[src/hw/rtl/inorm_pkg.sv]
// Package for the instance normalisation block.
// Holds the controller state type, command and status structs and register indexes.
// Used by inorm_ctrl, inorm_dp and instance_normalization.
package inorm_pkg;

  // Controller states.
  typedef enum logic [4:0] {
    S_IDLE,
    S_SQ,
    S_NN,
    S_MDIV,
    S_MDIV_WAIT,
    S_MUL,
    S_NUM,
    S_VDIV,
    S_VDIV_WAIT,
    S_DEN,
    S_RDIV,
    S_RDIV_WAIT,
    S_SQRT,
    S_FIN,
    S_PLO,
    S_PHI,
    S_PSUM,
    S_TVAL,
    S_TGAIN,
    S_OUT
  } inorm_state_t;

  // Operand selection for the shared divider.
  typedef enum logic [1:0] {
    DIV_MEAN,
    DIV_VAR,
    DIV_RECIP
  } inorm_div_sel_t;

  // Configuration register indexes.
  localparam logic [0:0] REG_EPSILON = 1'b0;
  localparam logic [0:0] REG_AFFINE  = 1'b1;
  localparam logic [15:0] EPSILON_RESET = 16'd7;

  // Commands from the controller to the datapath.
  typedef struct packed {
    logic           acc;
    logic           load_norm;
    logic           sq;
    logic           nn;
    logic           div_start;
    inorm_div_sel_t div_sel;
    logic           mean_wr;
    logic           mul_step;
    logic           num;
    logic           var_wr;
    logic           den;
    logic           sqrt_init;
    logic           sqrt_step;
    logic           fin;
    logic           plo;
    logic           phi;
    logic           psum;
    logic           tval;
    logic           tgain;
    logic           out_wr;
  } inorm_cmd_t;

  // Status from the datapath to the controller.
  typedef struct packed {
    logic div_done;
    logic mul_last;
    logic sqrt_last;
    logic affine;
  } inorm_status_t;

endpackage

[src/hw/rtl/inorm_ctrl.sv]
// Controller state machine of the instance normalisation block.
// Depends on inorm_pkg; drives inorm_dp through the command struct.
module inorm_ctrl
  import inorm_pkg::*;
(
  input  logic          clk,
  input  logic          rst,
  input  logic          start,
  input  logic          func,
  input  logic          last,
  input  inorm_status_t status,
  output inorm_cmd_t    cmd,
  output logic          busy
);

  inorm_state_t state;
  inorm_state_t state_next;

  // State register.
  always_ff @(posedge clk) begin
    if (rst) begin
      state <= S_IDLE;
    end else begin
      state <= state_next;
    end
  end

  // Next state and commands.
  always_comb begin
    state_next = state;
    cmd        = '0;
    busy       = (state != S_IDLE);
    case (state)
      S_IDLE: begin
        if (start) begin
          if (func) begin
            cmd.load_norm = 1'b1;
            state_next    = S_PLO;
          end else begin
            cmd.acc = 1'b1;
            if (last) begin
              state_next = S_SQ;
            end
          end
        end
      end
      S_SQ: begin
        cmd.sq     = 1'b1;
        state_next = S_NN;
      end
      S_NN: begin
        cmd.nn     = 1'b1;
        state_next = S_MDIV;
      end
      S_MDIV: begin
        cmd.div_start = 1'b1;
        cmd.div_sel   = DIV_MEAN;
        state_next    = S_MDIV_WAIT;
      end
      S_MDIV_WAIT: begin
        if (status.div_done) begin
          cmd.mean_wr = 1'b1;
          state_next  = S_MUL;
        end
      end
      S_MUL: begin
        cmd.mul_step = 1'b1;
        if (status.mul_last) begin
          state_next = S_NUM;
        end
      end
      S_NUM: begin
        cmd.num    = 1'b1;
        state_next = S_VDIV;
      end
      S_VDIV: begin
        cmd.div_start = 1'b1;
        cmd.div_sel   = DIV_VAR;
        state_next    = S_VDIV_WAIT;
      end
      S_VDIV_WAIT: begin
        if (status.div_done) begin
          cmd.var_wr = 1'b1;
          state_next = S_DEN;
        end
      end
      S_DEN: begin
        cmd.den    = 1'b1;
        state_next = S_RDIV;
      end
      S_RDIV: begin
        cmd.div_start = 1'b1;
        cmd.div_sel   = DIV_RECIP;
        state_next    = S_RDIV_WAIT;
      end
      S_RDIV_WAIT: begin
        if (status.div_done) begin
          cmd.sqrt_init = 1'b1;
          state_next    = S_SQRT;
        end
      end
      S_SQRT: begin
        cmd.sqrt_step = 1'b1;
        if (status.sqrt_last) begin
          state_next = S_FIN;
        end
      end
      S_FIN: begin
        cmd.fin    = 1'b1;
        state_next = S_IDLE;
      end
      S_PLO: begin
        cmd.plo    = 1'b1;
        state_next = S_PHI;
      end
      S_PHI: begin
        cmd.phi    = 1'b1;
        state_next = S_PSUM;
      end
      S_PSUM: begin
        cmd.psum   = 1'b1;
        state_next = status.affine ? S_TVAL : S_OUT;
      end
      S_TVAL: begin
        cmd.tval   = 1'b1;
        state_next = S_TGAIN;
      end
      S_TGAIN: begin
        cmd.tgain  = 1'b1;
        state_next = S_OUT;
      end
      S_OUT: begin
        cmd.out_wr = 1'b1;
        state_next = S_IDLE;
      end
      default: begin
        state_next = S_IDLE;
      end
    endcase
  end

endmodule

[config.mk]
export PLATFORM = sky130hd
export DESIGN_NAME = inorm_ctrl
export DESIGN_NICKNAME = d
export VERILOG_FILES = /design/src/hw/rtl/inorm_pkg.sv /design/src/hw/rtl/inorm_ctrl.sv
export SDC_FILE = /design/constraint.sdc
export NUM_CORES = 1
export LEC_CHECK = 0
export ABC_CLOCK_PERIOD_IN_PS = 4390
export BUFFER_PORTS_ARGS = -buffer_cell sky130_fd_sc_hd__buf_2
export CAP_MARGIN = 5
export CORE_MARGIN = 2
export CORE_UTILIZATION = 41
export CTS_BUF_LIST = sky130_fd_sc_hd__clkbuf_4 sky130_fd_sc_hd__clkbuf_8 sky130_fd_sc_hd__clkbuf_16
export DETAILED_ROUTE_END_ITERATION = 8
export GPL_TIMING_DRIVEN = 0
export PLACE_DENSITY = 0.81
export SYNTH_ARGS = -nofsm -noshare
export SYNTH_HDL_FRONTEND = slang
export SYNTH_SLANG_ARGS = --single-unit
[constraint.sdc]
create_clock -name clk -period 4.39 [get_ports clk]
set_input_delay 0.878 -clock clk [delete_from_list [all_inputs] [get_ports clk]]
set_output_delay 0.878 -clock clk [all_outputs]
set_load 0.05 [all_outputs]
==> results of run 1 <==
==> cell usage after synthesis, drive strengths merged <==
master	instances	area (um2)
or4b	3	33.8
and3	2	12.5
nor4	1	6.26
or3b	1	8.76
nor3b	4	30.0
nand2	10	37.5
a21o	1	7.51
o211ai	1	7.51
a21boi	1	7.51
o32ai	1	16.3
o221ai	1	8.76
or2	1	6.26
o21ai	2	10.0
a31o	1	8.76
nand2b	3	26.3
nand4	1	6.26
nor2	20	77.6
dfxtp	5	100
o31ai	1	7.51
inv	4	15.0
or3	2	17.5
nor3	5	25.0
a31oi	2	18.8
nand3	1	5.00
xor2	1	8.76
a211oi	3	27.5
a21oi	5	25.0
o21bai	1	7.51
buf	6	35.0
clkbuf	1	3.75
==> per-layer routing <==
metal  track usage  vias up  wire length, um
li1              -      393                -
met1         0.234      362              689
met2         0.342       32              906
met3        0.0345        2              115
met4        0.0438        0                7
met5             0        -                0
==> cells by family (layout without fill, tap and decap cells) <==
group / Yosys count / in the layout / share of synthesized area
buffers and inverters: 11 / 45 / 0.0885
and+or+nand+nor: 54 / 54 / 0.481
DFF: 5 / 5 / 0.165
AOI/OAI and AO/OA: 20 / 20 / 0.251
xor gates and xnor gates: 1 / 1 / 0.0144
==> metrics by stage <==
stage,total power (W),hold WS [ns],cells
after global placement,0.000533,0.745,136
after global routing,0.000657,0.821,140
after CTS,0.000608,0.760,140
final,0.000606,0.765,140
after detailed placement,0.000551,0.755,136
after floorplan,0.000457,0.676,91
==> placed cells by master, fill, tap and decap left out, types with 2 or more instances in the layout <==
cell      count
a21oi_1       5
buf_2        34
nor3b_1       4
nor3_1        5
a211oi_1      2
or4b_1        2
dfxtp_1       5
o21ai_0       2
nor2_1       19
inv_1         4
and3_1        2
clkbuf_4      4
nand2b_1      2
nand2_1      10
==> worst max path at each step <==
stage	from	end	slack, ns	cells after the start
final	state[4]$_SDFFE_PP0P_	cmd[1]	1.66	5
after global routing	state[4]$_SDFFE_PP0P_	cmd[1]	1.54	5
after CTS	state[4]$_SDFFE_PP0P_	cmd[1]	1.73	5
after detailed placement	status[3]	cmd[8]	1.93	4
after global placement	status[3]	cmd[8]	1.94	4
after floorplan	status[3]	cmd[8]	1.08	2
==> power by group <==
group	total [W]	switching [W]	internal, W
Sequential	0.0000754	0.0000128	0.0000626
Clock	0.0000563	0.0000160	0.0000403
Combinational	0.000474	0.000322	0.000152
==> critical path: cells and delay by family, from the launching register on <==
family | cells | cell delay (ns)
buffers and inverters | 3 | 0.86
AND/OR/NAND/NOR | 2 | 0.46
flip-flops | 1 | 0.30
==> area by class of cell <==
cell class	instances	area, um2	area share
Sequential cell	5	100	0.124
Tap cell	15	18.8	0.0233
Inverter	4	15.0	0.0186
Multi-Input combinational cell	75	454	0.563
Timing Repair Buffer	30	150	0.186
Clock buffer	4	30.0	0.0372
Buffer	7	38.8	0.0481
==> impl_metrics.tcl, run 1 <==
set metrics [dict create \
    clkTransAtPathRegs_ns 0.04 \
    antenna_found_initial 0 \
    vias 789 \
    setup_viol 0 \
    die_h_um 42.5 \
    final_area_um2 807 \
    peakVddDrop_mv 0.235 \
    worstSetupPathType "flop to output pin" \
    largest_reg_flops 5 \
    grt_usage 0.191 \
    crit_path_end_kind "output pin" \
    fin_ws_ns 1.66 \
    cts-root-buf "clkbuf_4" \
    numCtsBuffers 3 \
    htree_levels 1 \
    required_ns 3.51 \
    rsz0062_at_grt "no" \
    drive_gt1_frac 0.368 \
    core.rowCount 13 \
    grt-ovfl-total 0 \
    first_pass_iters 5 \
    postCtsResizedCells 0 \
    cts_tree "built" \
    critPathLaunchType "flop" \
    powerDensity_mw_per_mm2 751 \
    top_regs "state x5" \
    worstHoldPathType "flop to flop" \
    rr_worst_depth 6 \
    holdPathEnd "state[3]$_SDFFE_PP0P_" \
    area_delta_synth_final_pct 32.7 \
    ios 31 \
    place_area_um2 777 \
    regMostFlops "state" \
    hpwlAfterDp_um 1370 \
    drv_slew 0 \
    io_buffers 30 \
    synth_cell_types 38 \
    drtAntennaViolNets 0 \
    syn_area_um2 608 \
    crit_chain "buf_2 -> buf_1 -> nand2_1 -> nor3b_1 -> buf_2" \
    syn_area_per_cell_um2 6.68 \
    slowest_stage "buf_1" \
    wl_per_cell_um 12.3 \
    coreArea_mm2 0.00135 \
    die_w_um 42.5 \
    rrSetupSlack_ns 2.61 \
    synth_fp_nets 100 \
    nFillCells 138 \
    post_cts_buffers 0 \
    synthCells 91 \
    relSlewSlack 0.660 \
    initial_core_util 0.450 \
    finalClockSkew_ns 0.000877 \
    insertedDiodeCount 0 \
    cts_sinks 5 \
    cp_max_fo 10 \
    worstSkewPairLatency_ns 0.23 \
    cp.arrival_ns 1.85 \
    hold_buffers 0 \
    drv_cap 0 \
    ys_seq_area_frac 0.165 \
    dpl_worst_slack_ns 1.93 \
    via_per_inst 5.64 \
    clk_path_buf_depth 2 \
    nets 135 \
    whs_path_depth 3 \
    fmax_mhz 366 \
    drc 0 \
    ys_seq_elements 5 \
    gp_congestion 0.834 \
    worstReg2RegEnd "state[0]$_SDFFE_PP0P_" \
    ys_warn_count 0 \
    grt_pass1_vias 671 \
    finalHoldViolCount 0 \
    min_period_over_period 0.622 \
    grt_pass1_wl_um 2760 \
    status "completed" \
    period_minus_slack_ns 2.73 \
    max_stage_delay_ns 0.37 \
    post-route-util 0.598 \
    finalSetupTns_ns 0 \
    p_leak_nw 0.415 \
    die_area_mm2 0.00181 \
    drtIter0Drc 17 \
    detail_route.wirelength_um 1720 \
    grt_max_degree 11 \
    cp_common_cell "buf_2" \
    worst_pin_slew_ns 0.509 \
    worstHoldStart "state[3]$_SDFFE_PP0P_" \
    rr_startpoint "state[2]$_SDFFE_PP0P_" \
]
(Power assumes the default switching activity.)
==> run 2: changes to the inputs <==
--- a/config.mk
+++ b/config.mk
@@ -5,7 +5,7 @@
 export SDC_FILE = /design/constraint.sdc
 export NUM_CORES = 1
 export LEC_CHECK = 0
-export ABC_CLOCK_PERIOD_IN_PS = 4390
+export ABC_CLOCK_PERIOD_IN_PS = 2550
 export BUFFER_PORTS_ARGS = -buffer_cell sky130_fd_sc_hd__buf_2
 export CAP_MARGIN = 5
 export CORE_MARGIN = 2
==> constraint.sdc (replaced) <==
create_clock -name clk -period 2.55 [get_ports clk]
set_input_delay 0.51 -clock clk [delete_from_list [all_inputs] [get_ports clk]]
set_output_delay 0.51 -clock clk [all_outputs]
set_load 0.05 [all_outputs]
==> impl_metrics.tcl, run 2 (same netlist as run 1, synthesis figures left out) <==
set metrics [dict create \
    status "completed" \
    cp_common_cell "buf_2" \
    grt_pass1_vias 668 \
    p_comb_frac 0.772 \
    numCtsBuffers 3 \
    coreArea_mm2 0.00135 \
    rsz0062_at_grt "no" \
    insertedDiodeCount 0 \
    cts_sinks 5 \
    max_stage_delay_ns 0.36 \
    finalClockSkew_ns 0.00649 \
    worstPathBufferInverterCount 3 \
    worstSetupPathType "flop to output pin" \
    period_minus_slack_ns 2.31 \
    placed_cells 136 \
    crit_chain "buf_2 -> buf_1 -> nand2_1 -> nor3b_2 -> buf_2" \
    via_per_inst 5.51 \
    regMostFlops "state" \
    setup_viol 0 \
    largest_reg_flops 5 \
    hpwlAfterDp_um 1310 \
    power.switching_w 0.000607 \
    worstHoldPathType "input pin to flop" \
    relSlewSlack 0.679 \
    grt_pass1_wl_um 2770 \
    p_leak_nw 0.416 \
    worstSkewPairLatency_ns 0.26 \
    drive_gt1_frac 0.392 \
    final_cells 140 \
    powerDensity_mw_per_mm2 1270 \
    finalSetupTns_ns 0 \
    top_regs "state x5" \
    grt_usage 0.202 \
    die_area_mm2 0.00181 \
    clkTransAtPathRegs_ns 0.05 \
    final_area_um2 823 \
    nets 135 \
    critPathLaunchType "flop" \
    cts-root-buf "clkbuf_4" \
    layout_commonest_cell "buf_2" \
    cts_tree "built" \
    drtIter0Drc 12 \
    p_int_w 0.000441 \
    drv_slew 0 \
    first_pass_iters 4 \
    mostFrequentLayoutCells "buf_2, nor2_1, nand2_1" \
    htree_levels 1 \
    detail_route.wirelength_um 1690 \
    cp_top_family "buffers and inverters" \
    core.rowCount 13 \
    grt_max_degree 11 \
    drtAntennaViolNets 0 \
    pwr-share-seq 0.124 \
    ios 31 \
    min_period_over_period 0.904 \
    vias 771 \
    drv_cap 0 \
    wl_per_cell_um 12.1 \
    cp.arrival_ns 1.80 \
    finalHoldViolCount 0 \
    initial_core_util 0.450 \
    fmax_mhz 434 \
    worst_pin_slew_ns 0.480 \
    die_h_um 42.5 \
    place_area_um2 793 \
    crit_path_end_kind "output pin" \
    post_cts_buffers 0 \
    peakVddDrop_mv 0.480 \
    io_buffers 30 \
    postCtsResizedCells 0 \
    gp_congestion 0.823 \
    area_delta_synth_final_pct 35.4 \
    required_ns 2.04 \
    p_sw_frac 0.579 \
    clk_path_buf_depth 2 \
    antenna_found_initial 0 \
    cp_max_fo 10 \
    hold_buffers 0 \
    grt-ovfl-total 0 \
    die_w_um 42.5 \
    drc 0 \
    slowest_stage "buf_1" \
    pwr-share-clk 0.104 \
]
run 2: final cells by class:
class | count | area (um2)
multi-input combinational | 75 | 470
tap | 15 | 18.8
fill | 139 | 527
inverter | 4 | 15.0
clock buffer | 4 | 30.0
sequential | 5 | 100
buffer | 7 | 38.8
timing repair buffer | 30 | 150
run 2: through the flow:
stage | worst slack [ns] | power [W] | util | hold slack (ns)
after CTS | 0.235 | 0.00105 | 0.610 | 0.489
after detailed placement | 0.514 | 0.000941 | 0.588 | 0.758
after global placement | 0.539 | 0.000923 | 0.588 | 0.750
after global routing | 0.119 | 0.00114 | 0.610 | 0.495
after floorplan | 0.0577 | 0.000793 | - | 0.576
final | 0.244 | 0.00105 | 0.610 | 0.490
run 2: worst reg2reg max path: stages, from the launching register on:
cell and delay [ns]:
dfxtp_1 0.33, buf_2 0.20, or2_1 0.23, nor2_2 0.09
a211oi_2 0.43, a21oi_1 0.13, a31o_1 0.19
run 2: power groups by stage:
stage	Sequential, W	Combinational (W)	Clock (W)
final	0.000130	0.000809	0.000109
after detailed placement	0.000132	0.000809	0
after CTS	0.000130	0.000811	0.000113
after global routing	0.000135	0.000884	0.000120
after floorplan	0.000125	0.000668	0
after global placement	0.000130	0.000793	0
run 2: final timing paths:
| kind | depth (start not counted) | to | slack [ns] | start |
|---|---|---|---|---|
| worst min-delay path | 2 | state[0]$_SDFFE_PP0P_ | 0.49 | rst |
| worst max-delay path | 5 | cmd[2] | 0.24 | state[4]$_SDFFE_PP0P_ |
| worst max register to register | 6 | state[2]$_SDFFE_PP0P_ | 0.83 | state[2]$_SDFFE_PP0P_ |
| worst min register to register | 3 | state[3]$_SDFFE_PP0P_ | 0.77 | state[3]$_SDFFE_PP0P_ |
run 2: metal layers:
layer / track usage / wire length (um) / up-vias
li1: - / - / 393
met1: 0.234 / 715 / 338
met2: 0.342 / 808 / 34
met3: 0.0560 / 124 / 6
met4: 0.0938 / 42 / 0
met5: 0 / 0 / -
==> run 3: changes to the inputs <==
--- a/config.mk
+++ b/config.mk
@@ -8,9 +8,9 @@
 export ABC_CLOCK_PERIOD_IN_PS = 2550
 export BUFFER_PORTS_ARGS = -buffer_cell sky130_fd_sc_hd__buf_2
 export CAP_MARGIN = 5
-export CORE_MARGIN = 2
 export CORE_UTILIZATION = 41
 export CTS_BUF_LIST = sky130_fd_sc_hd__clkbuf_4 sky130_fd_sc_hd__clkbuf_8 sky130_fd_sc_hd__clkbuf_16
+export CTS_CLUSTER_SIZE = 10
 export DETAILED_ROUTE_END_ITERATION = 8
 export GPL_TIMING_DRIVEN = 0
 export PLACE_DENSITY = 0.81
==> impl_metrics.tcl, run 3 (same netlist as run 1, synthesis figures left out) <==
set metrics [dict create \
    cts-root-buf "clkbuf_4" \
    place_area_um2 793 \
    regMostFlops "state" \
    worstHoldStart "rst" \
    met3_length_um 103 \
    pwr-share-seq 0.125 \
    insertedDiodeCount 0 \
    htree_levels 1 \
    worstSkewPairLatency_ns 0.24 \
    holdPathEnd "state[0]$_SDFFE_PP0P_" \
    cp_max_fo 10 \
    clk_path_buf_depth 2 \
    drive_gt1_frac 0.392 \
    required_ns 2.04 \
    io_buffers 30 \
    coreArea_mm2 0.00133 \
    top_regs "state x5" \
    die_h_um 40.5 \
    p_sw_frac 0.577 \
    grt_usage 0.211 \
    power.switching_w 0.000602 \
    status "completed" \
    gp_congestion 0.851 \
    p_comb_frac 0.778 \
    nFillCells 131 \
    drv_slew 0 \
    highest_layer "met3" \
    wl_met2_um 806 \
    fin_ws_ns 0.228 \
    total_power_w 0.00104 \
    worstSetupPathType "flop to output pin" \
    rsz0062_at_grt "no" \
    largest_reg_flops 5 \
    cts_tree "built" \
    area_delta_synth_final_pct 35.4 \
    final_area_um2 823 \
    nets 135 \
    critPathLaunchType "flop" \
    p_leak_nw 0.416 \
    final_cells 140 \
    placed_cells 136 \
    period_minus_slack_ns 2.32 \
    hpwlAfterDp_um 1250 \
    fmax_mhz 431 \
    max_stage_delay_ns 0.38 \
    worst_pin_slew_ns 0.465 \
    first_pass_iters 4 \
    min_period_over_period 0.911 \
    relSlewSlack 0.690 \
    drtIter0Drc 20 \
    crit_path_end_kind "output pin" \
    layout_commonest_cell "buf_2" \
    finalSetupTns_ns 0 \
    die_area_mm2 0.00164 \
    pwr-share-clk 0.097 \
    wl_per_cell_um 11.7 \
    drv_cap 0 \
    dpl_worst_slack_ns 0.501 \
    hold_buffers 0 \
    grt_max_degree 11 \
    whs_path_depth 2 \
    core.rowCount 13 \
    setup_viol 0 \
    numCtsBuffers 3 \
    powerDensity_mw_per_mm2 1270 \
    grt_pass1_wl_um 2360 \
    postCtsResizedCells 0 \
    ios 31 \
    finalHoldViolCount 0 \
    rr_worst_depth 6 \
    cp_common_cell "buf_2" \
    detail_route.wirelength_um 1640 \
    finalClockSkew_ns 0.00239 \
    cp.arrival_ns 1.81 \
    grt_pass1_vias 565 \
    cts_sinks 5 \
    drtAntennaViolNets 0 \
    drc 0 \
    clkTransAtPathRegs_ns 0.04 \
    rrSetupSlack_ns 0.83 \
    slowest_stage "buf_1" \
    worstHoldPathType "input pin to flop" \
    worstReg2RegEnd "state[2]$_SDFFE_PP0P_" \
    grt-ovfl-total 0 \
    antenna_found_initial 0 \
    p_int_w 0.000441 \
    mostFrequentLayoutCells "buf_2, nor2_1, nand2_1" \
    initial_core_util 0.456 \
    post_cts_buffers 0 \
    die_w_um 40.5 \
    rr_startpoint "state[2]$_SDFFE_PP0P_" \
    multi_input_comb_area_um2 470 \
    vias 768 \
    via_per_inst 5.49 \
    crit_chain "buf_2 -> buf_1 -> nand2_1 -> nor3b_2 -> buf_2" \
    met1_length_um 731 \
    layout.area.seq_um2 100 \
    peakVddDrop_mv 0.595 \
]
## run 3: cell counts in the layout (fill, tap and decap cells not counted)
Identical to the previous run, type by type.
## run 3: stage by stage
| stage | hold slack (ns) | util |
|---|---|---|
| after global placement | 0.747 | 0.595 |
| after floorplan | 0.576 | - |
| after detailed placement | 0.757 | 0.595 |
| after global routing | 0.518 | 0.617 |
| final | 0.504 | 0.617 |
| after CTS | 0.503 | 0.617 |
## run 3: power by group through the flow
stage               Sequential, W  Combinational (W)  Clock [W]
floorplan                0.000125           0.000668          0
global route             0.000135           0.000882   0.000107
detailed placement       0.000131           0.000806          0
finish                   0.000130           0.000812   0.000101
CTS                      0.000130           0.000810   0.000103
global placement         0.000130           0.000793          0
## run 3: area by class of cell
class,instances,share of cell area
buffer,7,0.0471
clock buffer,4,0.0365
inverter,4,0.0182
multi-input combinational,75,0.571
sequential,5,0.122
tap,15,0.0228
timing repair buffer,30,0.182
## run 3: worst max-delay path by stage
stage                     startpoint  endpoint  slack [ns]
2_1_floorplan  state[4]$_SDFFE_PP0P_    cmd[3]        0.06
3_3_place_gp   state[4]$_SDFFE_PP0P_    cmd[1]        0.54
3_5_place_dp   state[4]$_SDFFE_PP0P_    cmd[1]        0.50
4_1_cts        state[4]$_SDFFE_PP0P_    cmd[1]        0.24
5_1_grt        state[4]$_SDFFE_PP0P_    cmd[1]        0.12
6_report       state[4]$_SDFFE_PP0P_    cmd[1]        0.23
## run 3: critical path: cells and delay by family, from the launching register on
family | cells | cell delay [ns]
buffers and inverters | 3 | 0.85
and+or+nand+nor | 2 | 0.42
DFF | 1 | 0.30
## run 3: metal layers
metal  GRT usage  vias up
li1            -      391
met1       0.266      350
met2       0.381       27
met3      0.0500        0
met4           0        0
met5           0        -
